===== src/rtl/sdtq_pkg.sv =====
`timescale 1ns / 1ps
package sdtq_pkg;
    localparam int DEPTH = 16;
    localparam int MAX_RESULTS = 16;
    localparam int CW = $clog2(DEPTH + 1);
    localparam logic [47:0] TIME_MAX = 48'hFFFF_FFFF_FFFF;

    localparam logic [1:0] OP_INSERT = 2'd0;
    localparam logic [1:0] OP_TICK   = 2'd1;
    localparam logic [1:0] OP_CLEAR  = 2'd2;

    localparam logic [2:0] KIND_INSERTED = 3'd0;
    localparam logic [2:0] KIND_REJECTED = 3'd1;
    localparam logic [2:0] KIND_FIRED    = 3'd2;
    localparam logic [2:0] KIND_NONE     = 3'd3;
    localparam logic [2:0] KIND_CLEARED  = 3'd4;

    typedef struct packed {
        logic load;
        logic insert;
        logic tick;
        logic clear;
        logic pop;
    } cmd_t;

    typedef struct packed {
        logic full;
        logic head_due;
        logic empty;
    } stat_t;
endpackage


===== src/rtl/sdtq_datapath.sv =====
`timescale 1ns / 1ps
module sdtq_datapath (
    input  logic                clk,
    input  logic                rst_n,
    input  sdtq_pkg::cmd_t      cmd,
    input  logic [31:0]         delay,
    input  logic [15:0]         action_id,
    input  logic [31:0]         elapsed,
    output sdtq_pkg::stat_t     stat,
    output logic [15:0]         head_id,
    output logic [47:0]         time_now
);
    logic [47:0] dl_reg [sdtq_pkg::DEPTH];
    logic [15:0] id_reg [sdtq_pkg::DEPTH];
    logic [sdtq_pkg::CW-1:0] count_reg;
    logic [47:0] time_reg;
    logic [31:0] delay_reg;
    logic [15:0] aid_reg;
    logic [31:0] elapsed_reg;
    logic [48:0] dl_sum;
    logic [47:0] new_dl;
    logic [48:0] t_sum;

    // The operands are captured on load so the insert and tick work from registers.
    assign dl_sum = {1'b0, time_reg} + {17'd0, delay_reg};
    assign new_dl = dl_sum[48] ? sdtq_pkg::TIME_MAX : dl_sum[47:0];
    assign t_sum  = {1'b0, time_reg} + {17'd0, elapsed_reg};

    assign stat.full     = (count_reg == sdtq_pkg::CW'(sdtq_pkg::DEPTH));
    assign stat.empty    = (count_reg == '0);
    assign stat.head_due = (count_reg != '0) && (dl_reg[0] <= time_reg);
    assign head_id       = id_reg[0];
    assign time_now      = time_reg;

    always_ff @(posedge clk or negedge rst_n)
    begin
        if (!rst_n)
        begin
            count_reg <= '0;
            time_reg  <= '0;
        end
        else
        begin
            if (cmd.tick)
                time_reg <= t_sum[48] ? sdtq_pkg::TIME_MAX : t_sum[47:0];
            if (cmd.clear)
                count_reg <= '0;
            else if (cmd.insert)
                count_reg <= count_reg + 1'b1;
            else if (cmd.pop)
                count_reg <= count_reg - 1'b1;
        end
    end

    always_ff @(posedge clk)
    begin
        if (cmd.load)
        begin
            delay_reg   <= delay;
            aid_reg     <= action_id;
            elapsed_reg <= elapsed;
        end
        if (cmd.insert)
        begin
            // Each cell keeps, shifts up or takes the new entry, as in a sorted chain.
            if (count_reg == '0 || dl_reg[0] > new_dl)
            begin
                dl_reg[0] <= new_dl;
                id_reg[0] <= aid_reg;
            end
            for (int i = 1; i < sdtq_pkg::DEPTH; i++)
            begin
                if (sdtq_pkg::CW'(i - 1) < count_reg && dl_reg[i - 1] > new_dl)
                begin
                    dl_reg[i] <= dl_reg[i - 1];
                    id_reg[i] <= id_reg[i - 1];
                end
                if (sdtq_pkg::CW'(i) <= count_reg && dl_reg[i - 1] <= new_dl &&
                        (sdtq_pkg::CW'(i) == count_reg || dl_reg[i] > new_dl))
                begin
                    dl_reg[i] <= new_dl;
                    id_reg[i] <= aid_reg;
                end
            end
        end
        else if (cmd.pop)
        begin
            for (int i = 0; i < sdtq_pkg::DEPTH - 1; i++)
            begin
                dl_reg[i] <= dl_reg[i + 1];
                id_reg[i] <= id_reg[i + 1];
            end
        end
    end
endmodule


===== src/rtl/sdtq_ctrl.sv =====
`timescale 1ns / 1ps
module sdtq_ctrl (
    input  logic              clk,
    input  logic              rst_n,
    input  logic              in_valid,
    output logic              in_stall,
    input  logic [1:0]        opcode,
    output logic              out_valid,
    input  logic              out_stall,
    output logic [2:0]        kind,
    output logic [15:0]       fired_id,
    output logic              last,
    output logic [47:0]       now_time,
    output sdtq_pkg::cmd_t    cmd,
    input  sdtq_pkg::stat_t   stat,
    input  logic [15:0]       head_id,
    input  logic [47:0]       time_now
);
    typedef enum logic [2:0] {S_IDLE, S_INS, S_TICK, S_FIRE, S_OUT} state_t;
    state_t state_reg;
    logic [1:0] op_reg;
    logic [4:0] n_reg;
    logic free;
    logic take;

    // The output register may be reloaded as soon as its item is taken.
    assign free     = !out_valid || !out_stall;
    assign in_stall = (state_reg != S_IDLE) || !free;
    assign take     = in_valid && !in_stall;

    always_comb
    begin
        cmd = '0;
        cmd.load = take;
        case (state_reg)
            S_INS:  cmd.insert = !stat.full && free;
            S_TICK: cmd.tick = 1'b1;
            S_FIRE: cmd.pop = free && stat.head_due && (n_reg < 5'(sdtq_pkg::MAX_RESULTS));
            S_OUT:  cmd.clear = free && (op_reg == sdtq_pkg::OP_CLEAR);
            default: ;
        endcase
    end

    always_ff @(posedge clk or negedge rst_n)
    begin
        if (!rst_n)
        begin
            state_reg <= S_IDLE;
            out_valid <= 1'b0;
            op_reg    <= '0;
            n_reg     <= '0;
            kind      <= '0;
            fired_id  <= '0;
            last      <= 1'b0;
            now_time  <= '0;
        end
        else
        begin
            if (out_valid && !out_stall)
                out_valid <= 1'b0;
            case (state_reg)
                S_IDLE:
                    if (take)
                    begin
                        op_reg <= opcode;
                        case (opcode)
                            sdtq_pkg::OP_INSERT: state_reg <= S_INS;
                            sdtq_pkg::OP_TICK:   state_reg <= S_TICK;
                            sdtq_pkg::OP_CLEAR:  state_reg <= S_OUT;
                            default:             state_reg <= S_IDLE;
                        endcase
                    end
                S_INS:
                    if (free)
                    begin
                        out_valid <= 1'b1;
                        kind      <= stat.full ? sdtq_pkg::KIND_REJECTED
                                               : sdtq_pkg::KIND_INSERTED;
                        fired_id  <= '0;
                        last      <= 1'b1;
                        now_time  <= time_now;
                        state_reg <= S_IDLE;
                    end
                S_TICK:
                begin
                    n_reg     <= '0;
                    state_reg <= S_FIRE;
                end
                S_FIRE:
                    if (free)
                    begin
                        if (cmd.pop)
                        begin
                            // The fired item is held back until the next head is known.
                            kind      <= sdtq_pkg::KIND_FIRED;
                            fired_id  <= head_id;
                            now_time  <= time_now;
                            n_reg     <= n_reg + 5'd1;
                            last      <= 1'b0;
                            state_reg <= S_OUT;
                        end
                        else if (n_reg == '0)
                        begin
                            out_valid <= 1'b1;
                            kind      <= sdtq_pkg::KIND_NONE;
                            fired_id  <= '0;
                            last      <= 1'b1;
                            now_time  <= time_now;
                            state_reg <= S_IDLE;
                        end
                        else
                            state_reg <= S_IDLE;
                    end
                S_OUT:
                    if (op_reg == sdtq_pkg::OP_CLEAR)
                    begin
                        if (free)
                        begin
                            out_valid <= 1'b1;
                            kind      <= sdtq_pkg::KIND_CLEARED;
                            fired_id  <= '0;
                            last      <= 1'b1;
                            now_time  <= time_now;
                            state_reg <= S_IDLE;
                        end
                    end
                    else
                    begin
                        // The head now shows whether another entry is due, so last is
                        // settled before the fired item is offered.
                        out_valid <= 1'b1;
                        if (!(stat.head_due && (n_reg < 5'(sdtq_pkg::MAX_RESULTS))))
                        begin
                            last      <= 1'b1;
                            state_reg <= S_IDLE;
                        end
                        else
                            state_reg <= S_FIRE;
                    end
                default: state_reg <= S_IDLE;
            endcase
        end
    end
endmodule


===== src/rtl/sorted_deadline_timer_queue.sv =====
`timescale 1ns / 1ps
// Sorted timer queue holding up to sdtq_pkg::DEPTH actions in deadline order.
// Input channel: in_valid/in_stall with opcode, delay, action_id, elapsed.
// Output channel: out_valid/out_stall with kind, fired_id, last, now_time.
// An insert registers its operands on acceptance; then, unless the queue is
// full and the entry is rejected, the sorted register chain shifts and places
// the entry in one step. Its single result enters the output register from
// the S_INS state, which waits for a free output register. A clear likewise
// gives one result, from the S_OUT state once the output register is free.
// A tick updates the time in the cycle after acceptance, then pops due
// entries one at a time, passing through S_FIRE and S_OUT for each, up to 16
// per tick, each popped entry giving one fired item; S_FIRE waits for a free
// output register, and the last item of a tick carries last = 1. A tick with
// nothing due gives one none-fired item from the S_FIRE state. The next input
// item is accepted once the final result of the current one leaves the output
// register, at the earliest in the same cycle; items are taken one at a time.
// When the receiver stalls, the output register holds its item and the
// controller waits. Reset empties the queue and sets the time to zero.
module sorted_deadline_timer_queue (
    input  logic        clk,
    input  logic        rst_n,
    input  logic        in_valid,
    output logic        in_stall,
    input  logic [1:0]  opcode,
    input  logic [31:0] delay,
    input  logic [15:0] action_id,
    input  logic [31:0] elapsed,
    output logic        out_valid,
    input  logic        out_stall,
    output logic [2:0]  kind,
    output logic [15:0] fired_id,
    output logic        last,
    output logic [47:0] now_time
);
    sdtq_pkg::cmd_t  cmd;
    sdtq_pkg::stat_t stat;
    logic [15:0] head_id;
    logic [47:0] time_now;

    sdtq_ctrl u_ctrl (
        .clk, .rst_n, .in_valid, .in_stall, .opcode, .out_valid, .out_stall,
        .kind, .fired_id, .last, .now_time, .cmd, .stat, .head_id, .time_now
    );

    sdtq_datapath u_dp (
        .clk, .rst_n, .cmd, .delay, .action_id, .elapsed, .stat, .head_id, .time_now
    );

    a_no_insert_full: assert property (@(posedge clk) disable iff (!rst_n)
        !(cmd.insert && stat.full)) else $error("insert into full queue");
    a_no_pop_empty: assert property (@(posedge clk) disable iff (!rst_n)
        !(cmd.pop && stat.empty)) else $error("pop from empty queue");
    a_fired_id_zero: assert property (@(posedge clk) disable iff (!rst_n)
        out_valid && kind != sdtq_pkg::KIND_FIRED |-> fired_id == '0)
        else $error("fired_id not zero");
endmodule


===== config.mk =====
export PLATFORM = sky130hd
export DESIGN_NAME = sorted_deadline_timer_queue
export DESIGN_NICKNAME = d
export VERILOG_FILES = /design/src/rtl/sdtq_pkg.sv /design/src/rtl/sdtq_datapath.sv /design/src/rtl/sdtq_ctrl.sv /design/src/rtl/sorted_deadline_timer_queue.sv
export SDC_FILE = /design/constraint.sdc
export NUM_CORES = 2
export LEC_CHECK = 0
export BUFFER_PORTS_ARGS = -buffer_cell sky130_fd_sc_hd__buf_2
export CAP_MARGIN = 20
export CORE_AREA = 2 2 283 494
export DETAILED_ROUTE_END_ITERATION = 16
export DIE_AREA = 0 0 285 496
export PLACE_DENSITY = 0.77
export SKIP_CTS_REPAIR_TIMING = 1
export SLEW_MARGIN = 10
export SYNTH_ARGS = -nofsm -noshare
export SYNTH_HDL_FRONTEND = slang
export SYNTH_SLANG_ARGS = --single-unit

===== constraint.sdc =====
create_clock -name clk -period 11.33 [get_ports clk]
set_clock_uncertainty 0.15 [all_clocks]
set_input_delay 1.6995 -clock clk [delete_from_list [all_inputs] [get_ports clk]]
set_output_delay 1.6995 -clock clk [all_outputs]
set_load 0.02 [all_outputs]

==> flow_summary.yaml <==
outcome:
  status: "finished clean"
cts:
  clock_latency_ns: 0.78
  cts_sinks: 1236
  cts_tree: "done"
  cts.clk_slew.worst_paths_ns: 0.07
  clockRootBuffer: "clkbuf_16"
  cts_buffers: 111
  clock_path_buffers: 3
  htreeDepth: 3
route:
  vias: 64300
  vias_per_cell: 7.06
  antenna_left: 0
  totalWireLength_um: 242000
  drtIter0Drc: 6850
  wl_per_cell_um: 26.5
  drt-pass1-iter-count: 8
  remaining_drc_errors: 0
global_routing:
  use_met1_pct: 39.6
  top_usage_layer: "met2"
  grt_pass1_vias: 64300
  grt_pass1_wl_um: 370000
  grt_max_degree: 210
  grt.met3_usage_pct: 4.55
  gr-total-overflow: 0
  grtUsageMet2_pct: 55.6
  antenna_found_initial: 3
  grt_use_total_pct: 33.4
sta:
  rsz0062_at_grt: "no"
  drv_slew: 0
  slew-limit-headroom_pct: 16.3
  worst_slew_pin_slew_ns: 1.24
  final.setup.tns_ns: 0
  max_freq_mhz: 104
  finalHoldViolCount: 0
  fin_crit_sh_pct: 84.9
  post-route-min-period_ns: 9.62
  setup_viol: 0
logic_synthesis:
  synth_area_per_cell_um2: 10.9
  syn_area_um2: 79100
  ys_warn_count: 0
  synth_ff_type: "edfxtp_1"
  synth_cell_types: 95
  syn_inst: 7255
  async_flop_share_pct: 10.7
  ys_ff_latch: 1236
  seq_area_frac_synth_pct: 46.1
  syn_nets: 8214
  synth_edf_count: 1104
setup_path:
  startpoint: "u_dp.time_now[21]"
  crit_path_top_delay_cell: "o311ai_0"
  cpPeakStageDelay_ns: 0.93
  crit_cells: 26
  timing.critical_path.arrival_ns: 9.87
  crit_family: "compound AO/OA/AOI/OAI gates"
  critPathKind: "reg -> reg"
  reg2reg_depth: 26
  reg2reg_from: "u_dp.time_now[21]"
  cp_max_fo: 63
  cp.required_ns: 11.57
  reg2reg_slack_ns: 1.71
  cp_num_buf_inv: 4
  worst_setup_path_start_kind: "flop"
  crit_top_cell: "nand2_1"
  worst_setup_path_end_kind: "flop"
placement:
  io_buffers: 155
  gp_congestion: 1.04
  dp_hpwl_um: 177000
floorplanning:
  core_region_area_um2: 137000
  std_cell_rows: 180
  start_util_pct: 57.6
  dieWidth_um: 285
  io_pins: 156
  die_y_um: 496
  dieArea_um2: 141000
min_path:
  hold_start: "u_ctrl.op_reg[1]"
  min_path_type: "reg -> reg"
  hold_depth: 2
power:
  p_leak_uw: 0.0327
  peakVddDrop_mv: 0.247
  power_density_nw_per_um2: 314
  power_uw: 26800
layout:
  layout_commonest_cell: "edfxtp_1"
  largest_register_ffs: 768
  nets: 8148
  fin_util_pct: 62.3
  areaGrowthSynthToFinish_pct: 8.11
  drive_gt1_share_pct: 10.0
  final_cell_mix: "edfxtp_1, ha_1, nand2_1"
run:
  cap_violations: 0
## cells by family after synthesis
group           Yosys count  share of synthesized area, %
xor+xnor                 76                         0.841
mux                     256                          3.38
compound gates         2333                          21.9
fa+ha+maj               873                          13.8
simple gates           1557                          9.21
buf+inv                 924                          4.76
flops                  1236                          46.1
## cell usage after synthesis, types with 19 or more instances
cell      number  area, um2
o31ai_1      145       1090
o21ai_0      396       1980
nor4_1        30        188
mux2_2        77        867
dfrtp_1      132       3300
nand2_1      545       2050
nand2b_1      38        238
nor2b_1       47        294
a32oi_1      190       1660
o221ai_1     236       2070
o211ai_1      37        278
edfxtp_1    1104      33200
nor3_1       165        826
and4_1        20        175
ha_1         871      10900
nor2_1       363       1360
xor2_1        26        228
o221ai_2      50        751
a31oi_1       27        169
buf_1         30        113
a21oi_1      346       1730
inv_1        445       1670
nand4_1      153        957
a211oi_1      40        300
and3_1        25        156
and2_1        19        119
buf_2         75        375
nand3_1       84        420
buf_6         20        225
a221o_1      242       2420
o21a_1        56        420
xnor2_1       50        438
clkbuf_1     336       1260
mux2i_1      173       1730
a21o_1       240       1800
a22oi_1      160       1200
## per-layer routing
layer  vias to the layer above  share of wire (%)  wire length, um
met4                         0                8.1            19500
li1                      28500                  -                -
met1                     31400                 36            87700
met3                       860                7.8            18800
met2                      3633                 48           116000
met5                         -                  0                0
## layout make-up
class | count | area (um2)
Timing Repair Buffer | 299 | 1970
Fill cell | 10900 | 51800
Sequential cell | 1236 | 36500
Antenna cell | 9 | 22.5
Clock inverter | 84 | 841
Inverter | 446 | 1680
Multi-Input combinational cell | 5095 | 39400
Tap cell | 1820 | 2280
Clock buffer | 126 | 2880
## through the flow
stage,cell area [um2],hold WS (ns),worst slack (ns),instances
after floorplan,79100,0.300,0.294,7255
after global placement,81700,0.315,1.81,8890
after detailed placement,81700,0.320,2.11,8891
after CTS,85400,0.336,2.11,9101
after global routing,85500,0.357,1.61,9108
final,85600,0.331,1.71,9115
## power breakdown
group / leakage, uW / switching [uW] / internal, uW
combinational: 0.0191 / 9760 / 5450
sequential: 0.0118 / 1000 / 6610
clock: 0.00183 / 1880 / 2120
## worst paths after layout
kind,to
worst max-delay path,u_dp.dl_reg[5][17]
worst min-delay path,u_ctrl.op_reg[1]
worst max register to register,u_dp.dl_reg[5][17]
worst min register to register,u_ctrl.op_reg[1]
max in group asynchronous,u_ctrl.now_time[16]
min in group asynchronous,u_ctrl.fired_id[2]
## tightest hold or removal path, cell delays in order (launching register included)
cell     delay [ns]
dfrtp_1        0.34
nand2_1        0.04
o21ai_0        0.06
No activity file was read; power rests on OpenSTA's default activity.
